File: src/rtl/mtb_pkg.sv
package mtb_pkg;

  localparam int MAX_DIM_DEFAULT = 4096;

  localparam int CFG_W   = 13;
  localparam int CHAN_W  = 8;
  localparam int PIX_W   = 10;
  localparam int SUM_W   = 34;
  localparam int THR_W   = 10;
  localparam int CNT_W   = $clog2(SUM_W);
  localparam int LEVEL_W = 8;

  localparam logic [CFG_W-1:0]   DIM_RESET  = 13'd512;
  localparam logic [LEVEL_W-1:0] LEVEL_HIGH = 8'd255;
  localparam logic [LEVEL_W-1:0] LEVEL_LOW  = 8'd0;
  localparam logic [THR_W-1:0]   THR_MAX    = 10'd1023;

  localparam int IDX_W = 2;
  localparam logic [IDX_W-1:0] REG_IMAGE_WIDTH  = 2'd0;
  localparam logic [IDX_W-1:0] REG_IMAGE_HEIGHT = 2'd1;

  localparam logic PASS_ACCUMULATE = 1'b0;
  localparam logic PASS_CLASSIFY   = 1'b1;

  typedef enum logic [1:0] {
    ST_IDLE,
    ST_MUL,
    ST_DIV,
    ST_FINISH
  } state_t;

  typedef struct packed {
    logic accumulate;
    logic classify;
    logic latch;
    logic step;
    logic finish;
  } cmd_t;

  typedef struct packed {
    logic out_stall;
  } status_t;

endpackage

File: src/rtl/mtb_ctrl.sv
module mtb_ctrl (
  input  logic             clk,
  input  logic             rst,
  input  logic             in_valid,
  input  logic             pass_kind,
  input  logic             frame_end,
  input  mtb_pkg::status_t status,
  output logic             in_ready,
  output mtb_pkg::cmd_t    cmd
);

  mtb_pkg::state_t state, state_next;
  logic [mtb_pkg::CNT_W-1:0] count, count_next;
  logic accept;
  logic div_last;

  assign in_ready = (state == mtb_pkg::ST_IDLE) && !status.out_stall;
  assign accept   = in_valid && in_ready;
  assign div_last = (count == mtb_pkg::CNT_W'(mtb_pkg::SUM_W - 1));

  always_ff @(posedge clk) begin
    if (rst) begin
      state <= mtb_pkg::ST_IDLE;
      count <= '0;
    end else begin
      state <= state_next;
      count <= count_next;
    end
  end

  always_comb begin
    state_next = state;
    count_next = count;
    unique case (state)
      mtb_pkg::ST_IDLE: begin
        count_next = '0;
        if (accept && pass_kind == mtb_pkg::PASS_ACCUMULATE && frame_end) begin
          state_next = mtb_pkg::ST_MUL;
        end
      end
      mtb_pkg::ST_MUL: begin
        state_next = mtb_pkg::ST_DIV;
      end
      mtb_pkg::ST_DIV: begin
        count_next = count + 1'b1;
        if (div_last) begin
          state_next = mtb_pkg::ST_FINISH;
        end
      end
      mtb_pkg::ST_FINISH: begin
        state_next = mtb_pkg::ST_IDLE;
      end
      default: begin
        state_next = mtb_pkg::ST_IDLE;
      end
    endcase
  end

  always_comb begin
    cmd = '0;
    unique case (state)
      mtb_pkg::ST_IDLE: begin
        cmd.accumulate = accept && pass_kind == mtb_pkg::PASS_ACCUMULATE;
        cmd.classify   = accept && pass_kind == mtb_pkg::PASS_CLASSIFY;
      end
      mtb_pkg::ST_MUL:    cmd.latch  = 1'b1;
      mtb_pkg::ST_DIV:    cmd.step   = 1'b1;
      mtb_pkg::ST_FINISH: cmd.finish = 1'b1;
      default: begin
        cmd = '0;
      end
    endcase
  end

endmodule

File: src/rtl/mtb_dpath.sv
module mtb_dpath #(
  parameter int MAX_DIM = mtb_pkg::MAX_DIM_DEFAULT
) (
  input  logic                        clk,
  input  logic                        rst,
  input  logic                        cfg_write,
  input  logic [mtb_pkg::IDX_W-1:0]   cfg_index,
  input  logic [mtb_pkg::CFG_W-1:0]   cfg_data,
  input  logic [mtb_pkg::CHAN_W-1:0]  red,
  input  logic [mtb_pkg::CHAN_W-1:0]  green,
  input  logic [mtb_pkg::CHAN_W-1:0]  blue,
  input  logic                        frame_end,
  input  logic                        out_ready,
  input  mtb_pkg::cmd_t               cmd,
  output mtb_pkg::status_t            status,
  output logic                        out_valid,
  output logic [mtb_pkg::LEVEL_W-1:0] level,
  output logic                        frame_done
);

  localparam int DIM_W  = $clog2(MAX_DIM + 1);
  localparam int CMP_W  = (DIM_W > mtb_pkg::CFG_W) ? DIM_W : mtb_pkg::CFG_W;
  localparam int PROD_W = 2 * DIM_W;
  localparam int SUM_W  = mtb_pkg::SUM_W;
  localparam int THR_W  = mtb_pkg::THR_W;

  logic [mtb_pkg::CFG_W-1:0] image_width;
  logic [mtb_pkg::CFG_W-1:0] image_height;
  logic [SUM_W-1:0]          channel_sum;
  logic [THR_W-1:0]          threshold;

  logic [PROD_W-1:0] divisor;
  logic [PROD_W-1:0] rem;
  logic [SUM_W-1:0]  dvd;

  logic [mtb_pkg::PIX_W-1:0] pix;
  logic [SUM_W:0]            sum_add;
  logic [SUM_W-1:0]          sum_sat;
  logic [CMP_W-1:0]          w_ext, h_ext, w_clamp, h_clamp;
  logic [PROD_W:0]           trial;
  logic                      take;
  logic [PROD_W-1:0]         rem_next;
  logic [THR_W-1:0]          thr_next;

  assign pix = mtb_pkg::PIX_W'(red) + mtb_pkg::PIX_W'(green) + mtb_pkg::PIX_W'(blue);

  assign sum_add = {1'b0, channel_sum} + (SUM_W + 1)'(pix);
  assign sum_sat = sum_add[SUM_W] ? {SUM_W{1'b1}} : sum_add[SUM_W-1:0];

  // zero counts as one, anything past MAX_DIM as MAX_DIM
  always_comb begin
    w_ext = CMP_W'(image_width);
    h_ext = CMP_W'(image_height);
    priority if (w_ext == '0) w_clamp = CMP_W'(1);
    else if (w_ext > CMP_W'(MAX_DIM)) w_clamp = CMP_W'(MAX_DIM);
    else w_clamp = w_ext;
    priority if (h_ext == '0) h_clamp = CMP_W'(1);
    else if (h_ext > CMP_W'(MAX_DIM)) h_clamp = CMP_W'(MAX_DIM);
    else h_clamp = h_ext;
  end

  // restoring division, one quotient bit per cycle, MSB first
  assign trial    = {rem, dvd[SUM_W-1]};
  assign take     = trial >= {1'b0, divisor};
  assign rem_next = take ? PROD_W'(trial - {1'b0, divisor}) : trial[PROD_W-1:0];

  assign thr_next = (|dvd[SUM_W-1:THR_W]) ? mtb_pkg::THR_MAX : dvd[THR_W-1:0];

  assign status.out_stall = out_valid && !out_ready;

  always_ff @(posedge clk) begin
    if (rst) begin
      image_width  <= mtb_pkg::DIM_RESET;
      image_height <= mtb_pkg::DIM_RESET;
      channel_sum  <= '0;
      threshold    <= '0;
      out_valid    <= 1'b0;
    end else begin
      if (cfg_write && cfg_index == mtb_pkg::REG_IMAGE_WIDTH) begin
        image_width <= cfg_data;
      end
      if (cfg_write && cfg_index == mtb_pkg::REG_IMAGE_HEIGHT) begin
        image_height <= cfg_data;
      end
      if (cmd.accumulate) begin
        channel_sum <= sum_sat;
      end else if (cmd.latch) begin
        channel_sum <= '0;
      end
      if (cmd.finish) begin
        threshold <= thr_next;
      end
      if (cmd.classify) begin
        out_valid <= 1'b1;
      end else if (out_ready) begin
        out_valid <= 1'b0;
      end
    end
  end

  always_ff @(posedge clk) begin
    if (cmd.latch) begin
      divisor <= PROD_W'(w_clamp[DIM_W-1:0]) * PROD_W'(h_clamp[DIM_W-1:0]);
      dvd     <= channel_sum;
      rem     <= '0;
    end else if (cmd.step) begin
      rem <= rem_next;
      dvd <= {dvd[SUM_W-2:0], take};
    end
    if (cmd.classify) begin
      level      <= (THR_W'(pix) < threshold) ? mtb_pkg::LEVEL_LOW : mtb_pkg::LEVEL_HIGH;
      frame_done <= frame_end;
    end
  end

endmodule

File: src/rtl/mean_threshold_binarize.sv
// Mean-threshold binarizer for RGB frames, two passes per frame.
// Input channel (in_valid/in_ready): one pixel per beat with pass_kind and
// frame_end. Accumulate-pass beats (pass_kind 0) add red+green+blue to a
// saturating sum and give no result. The beat with frame_end set ends the
// pass: the sum is divided by the clamped image_width*image_height and the
// floored mean, capped at 1023, becomes the threshold.
// Classify-pass beats (pass_kind 1) each give one beat on the output channel
// (out_valid/out_ready): level 0 below the threshold, 255 otherwise, with
// frame_done copying frame_end. The result appears the cycle after accept.
// Throughput is one pixel per cycle in both passes while the output is not
// stalled. After the last accumulate beat in_ready stays low while the
// divisor multiply, the bit-serial divider and the threshold store run.
// A stalled output register holds its beat and in_ready drops until it
// is taken. Reset sets both dimensions to 512 and clears sum and threshold;
// classifying before any accumulate pass gives 255 everywhere.
// cfg_write stores cfg_data into register cfg_index (0 width, 1 height).
module mean_threshold_binarize #(
  parameter int MAX_DIM = mtb_pkg::MAX_DIM_DEFAULT
) (
  input  logic                        clk,
  input  logic                        rst,
  input  logic                        cfg_write,
  input  logic [mtb_pkg::IDX_W-1:0]   cfg_index,
  input  logic [mtb_pkg::CFG_W-1:0]   cfg_data,
  input  logic                        in_valid,
  output logic                        in_ready,
  input  logic [mtb_pkg::CHAN_W-1:0]  red,
  input  logic [mtb_pkg::CHAN_W-1:0]  green,
  input  logic [mtb_pkg::CHAN_W-1:0]  blue,
  input  logic                        pass_kind,
  input  logic                        frame_end,
  output logic                        out_valid,
  input  logic                        out_ready,
  output logic [mtb_pkg::LEVEL_W-1:0] level,
  output logic                        frame_done
);

  mtb_pkg::cmd_t    cmd;
  mtb_pkg::status_t status;

  mtb_ctrl u_ctrl (
    .clk       (clk),
    .rst       (rst),
    .in_valid  (in_valid),
    .pass_kind (pass_kind),
    .frame_end (frame_end),
    .status    (status),
    .in_ready  (in_ready),
    .cmd       (cmd)
  );

  mtb_dpath #(
    .MAX_DIM (MAX_DIM)
  ) u_dpath (
    .clk        (clk),
    .rst        (rst),
    .cfg_write  (cfg_write),
    .cfg_index  (cfg_index),
    .cfg_data   (cfg_data),
    .red        (red),
    .green      (green),
    .blue       (blue),
    .frame_end  (frame_end),
    .out_ready  (out_ready),
    .cmd        (cmd),
    .status     (status),
    .out_valid  (out_valid),
    .level      (level),
    .frame_done (frame_done)
  );

`ifndef SYNTHESIS
  a_div_blocks_input: assert property (@(posedge clk) disable iff (rst)
    in_valid && in_ready && pass_kind == mtb_pkg::PASS_ACCUMULATE && frame_end
    |=> !in_ready)
    else $error("input not held off after end of accumulate pass");

  a_classify_gives_beat: assert property (@(posedge clk) disable iff (rst)
    in_valid && in_ready && pass_kind == mtb_pkg::PASS_CLASSIFY |=> out_valid)
    else $error("classify beat produced no result");

  a_level_binary: assert property (@(posedge clk) disable iff (rst)
    out_valid |-> (level == mtb_pkg::LEVEL_LOW || level == mtb_pkg::LEVEL_HIGH))
    else $error("level is neither 0 nor 255");
`endif

endmodule
File: config.mk
export PLATFORM = sky130hd
export DESIGN_NAME = mean_threshold_binarize
export DESIGN_NICKNAME = d
export VERILOG_FILES = /design/src/rtl/mtb_pkg.sv /design/src/rtl/mtb_ctrl.sv /design/src/rtl/mtb_dpath.sv /design/src/rtl/mean_threshold_binarize.sv
export SDC_FILE = /design/constraint.sdc
export NUM_CORES = 1
export LEC_CHECK = 0
export BUFFER_PORTS_ARGS = -buffer_cell sky130_fd_sc_hd__buf_2
export CORE_MARGIN = 10
export CORE_UTILIZATION = 60
export DETAILED_ROUTE_END_ITERATION = 8
export GPL_TIMING_DRIVEN = 0
export PLACE_DENSITY = 0.79
export RECOVER_POWER = 100
export SLEW_MARGIN = 30
export SYNTH_ARGS = -nofsm -noshare
export SYNTH_HDL_FRONTEND = slang
export SYNTH_HIERARCHICAL = 1
export SYNTH_SLANG_ARGS = --single-unit
File: constraint.sdc
create_clock -name clk -period 13.97 [get_ports clk]
set_input_delay 3.4925 -clock clk [delete_from_list [all_inputs] [get_ports clk]]
set_output_delay 3.4925 -clock clk [all_outputs]
set_load 0.005 [all_outputs]
==> qor.csv <==
stage,metric,value,unit
outcome,status,"finished, violations left",
outcome,failing checks,"max-capacitance violations, max-slew violations",
global_route,total track usage,23.67,%
die,chip width,179.5,um
yosys,Ys Warns,6,
setup_path,required time worst endpoint,14310,ps
pwr,static leakage,0.007233,uW
sta,"Slew Viols, Final",35,
global_route,met1 usage,30.78,%
die,starting density of the core,60.77,%
sta,post-layout min period,7876,ps
pwr,VDD IR max,0.00009396,V
routing,final WL,38300,um
setup_path,critical path endpoint category,flop,
sta,final hold violation count,0,
global_route,GR Layer Usage met2,37.90,%
cts,Max clock buf depth,2,
global_route,GR Overflow Total,0,
sta,RSZ-0062 raised after global routing,false,
cts,clock sink count,167,
cts,# H-tree levels,4,
global_route,largest net degree at the start of global routing,35,
setup_path,reg-to-reg critical path startpoint,u_dpath/image_width[12],
hold_path,Min-Delay Path Class,reg2reg,
run,max-cap viol count,1,
finish,"commonest cells after routing, fill and taps aside","249 x nand2_1, 245 x inv_1, 167 x nor2_1, 132 x fa_1, 130 x ha_1",
finish,number of diodes,0,
setup_path,Crit path top cell by count,a21oi_1,
place,RePlAce Congestion,1.024,
yosys,cell area after synthesis,15260,sq um
setup_path,crit path max fanout,9,
sta,clock skew,17.13,ps
sta,max_slew headroom,-0.5485,%
global_route,met3 Use GR,5.522,%
setup_path,slowest CP cell,a21oi_1,
routing,"antenna viol nets, final",0,
yosys,syn_nets,2097,
cts,Clock Latency Late Sink,440,ps
finish,fin nets,2172,
routing,DR vias/cell,5.846,
die,Die H,179.5,um
yosys,synthesized area per cell,8.530,sq um
hold_path,worst hold start,u_dpath/threshold[1],
cts,post-CTS setup buffer count,0,
cts,root buffer cell,clkbuf_16,
sta,fin crit share,56.38,%
yosys,ys flop type,dfxtp_1,
sta,Fin Setup TNS,0,ps
setup_path,crit path from,red[1],
setup_path,crit-path max cell delay,590,ps
routing,DR WL/cell,17.35,um
yosys,Post-Synthesis Cells,1789,
sta,Max Fclk,127.0,MHz
finish,Filler Cell Count,2057,
yosys,"flops & latches, synth",167,
yosys,"Distinct cells, synth",76,
yosys,number of synthesized flops with an enable pin,62,
global_route,vias in the first global route,12900,
cts,PostCTS Resize Cnt,0,
cts,Worst-path clk slew,80,ps
routing,First-pass DRT Iterations,5,
pwr,P per Cell Area,134.6,nW/um^2
die,row count,58,
yosys,"Seq/Total Area, Yosys",25.98,%
sta,final setup fails,0,
sta,Least-Margin Pin Slew,1505,ps
global_route,initial antenna violation count,0,
finish,final core occ,65.90,%
cts,CTS tree,done,
routing,DR DRC count,0,
yosys,Synth async-reset ratio,0,%
finish,P&R area growth vs syn,8.429,%
routing,DRT iter0 DRCs,1440,
die,core area,25110,sq um
place,HPWL Detailed,30160,um
setup_path,Startpoint Class,input pin,
setup_path,Worst Path Arrival,8210,ps
global_route,busiest grt layer,met2,
place,I/O Buffers,56,
finish,"leading cell type in the layout, fill and taps excluded",nand2_1,
cts,Post-CTS Hold Fix Bufs,0,
die,Total Die Area,32210,sq um
routing,Vias,12900,
setup_path,CP cell instances,clkbuf_1 -> fa_1 -> ha_1 -> fa_1 -> a21oi_1 -> nor2_1 -> nor2_1 -> o21bai_1 -> a21oi_1 -> nor2b_1 -> o21a_1 -> ha_1 -> nand2_1 -> a21oi_1 -> o21ai_0 -> a21oi_1 -> and3_1 -> clkbuf_1 -> o21ai_0 -> a21oi_1,
finish,ratio of cells with drive above 1 in the final layout,7.192,%
cts,Inserted Clock Buffers,17,
setup_path,critical path type,in2reg,
die,IO Pins,57,
global_route,first-pass GRT wire length,63890,um
[flip-flops by register name, summed over array words and instances (netlist names), 2 cells and up]
register	cells
u_ctrl/state	2
u_dpath/channel_sum	34
u_dpath/image_width	13
u_dpath/divisor	26
u_dpath/dvd	34
u_ctrl/count	6
u_dpath/h_ext	13
u_dpath/rem	26
u_dpath/threshold	10
[synthesized netlist by cell type, types with 14 or more instances]
cell type  count  area share (%)
a211oi_1      20            0.98
and3_1        15            0.61
clkbuf_1      60             1.5
nor3_1        34             1.1
nand2_1      249             6.1
inv_1        245             6.0
edfxtp_1      62              12
and2_1        15            0.61
ha_1         130              11
o21ai_0       62             2.0
a21oi_1      101             3.3
nand3_1       31             1.0
dfxtp_1      105              14
mux2_2        25             1.8
xnor2_1       32             1.8
nand2b_1      20            0.82
xor2_1        14            0.80
fa_1         132              17
a311oi_1      29             1.7
a21o_1        25             1.2
nor2b_1       35             1.4
nor2_1       167             4.1
[critical path: cells and delay by family]
family,cells,cell delay (ps)
AO/OA/AOI/OAI,9,1990
adder cells (fa/ha/maj),4,1530
AND/OR/NAND/NOR,5,680
buffers and inverters,2,530
[layout make-up]
| type | instances | area, sq um | share of cell area [%] |
|---|---|---|---|
| flip-flops and latches | 167 | 3964 | 23.96 |
| repair buffers | 56 | 272.8 | 1.649 |
| well taps | 330 | 412.9 | 2.495 |
| plain buffers | 77 | 321.6 | 1.943 |
| clock inverters | 15 | 188.9 | 1.142 |
| multi-input cells | 1299 | 10040 | 60.66 |
| clock buffers | 17 | 425.4 | 2.571 |
| inverters | 246 | 923.4 | 5.581 |
[report_power, final]
| group | internal, uW | switching (uW) |
|---|---|---|
| combinational | 388 | 622 |
| clock | 246 | 236 |
| sequential | 669 | 67.3 |
[cells by family (layout without fill, tap and decap cells)]
logic type | after synthesis | count (layout) | share of synthesized area (%)
adders and majority gates | 262 | 262 | 27.98
DFF | 167 | 167 | 25.98
AOI/OAI and AO/OA | 341 | 341 | 14.72
muxes | 28 | 28 | 2.042
and+or+nand+nor | 622 | 622 | 18.47
buffers and inverters | 323 | 411 | 8.175
xor gates and xnor gates | 46 | 46 | 2.640
[per-layer routing]
metal / up-vias / wire, um
met2: 486 / 17660
met3: 89 / 2901
met4: 0 / 1118
met1: 6167 / 16610
met5: - / 0
li1: 6161 / -
[path summary, 6_finish.rpt]
check | endpoint | slack (ps) | depth (start not counted)
setup / recovery | u_dpath/channel_sum[0] | 6090 | 20
hold / removal | u_dpath/threshold[1] | 490 | 2
setup reg to reg | u_dpath/divisor[25] | 6830 | 20
hold reg to reg | u_dpath/threshold[1] | 490 | 2
[stage by stage]
| stage | setup WS (ps) | area, sq um | power [uW] | std cells | hold WS, ps |
|---|---|---|---|---|---|
| global route | 5764 | 16550 | 2386 | 2207 | 505.8 |
| floorplan | 6744 | 15260 | 1476 | 1789 | 433.2 |
| global placement | 6131 | 15950 | 1707 | 2175 | 465.5 |
| CTS | 6451 | 16570 | 2223 | 2207 | 487.1 |
| detailed placement | 6047 | 15960 | 1735 | 2175 | 474.4 |
| finish | 6094 | 16550 | 2228 | 2207 | 488.7 |
(Power assumes the default switching activity.)
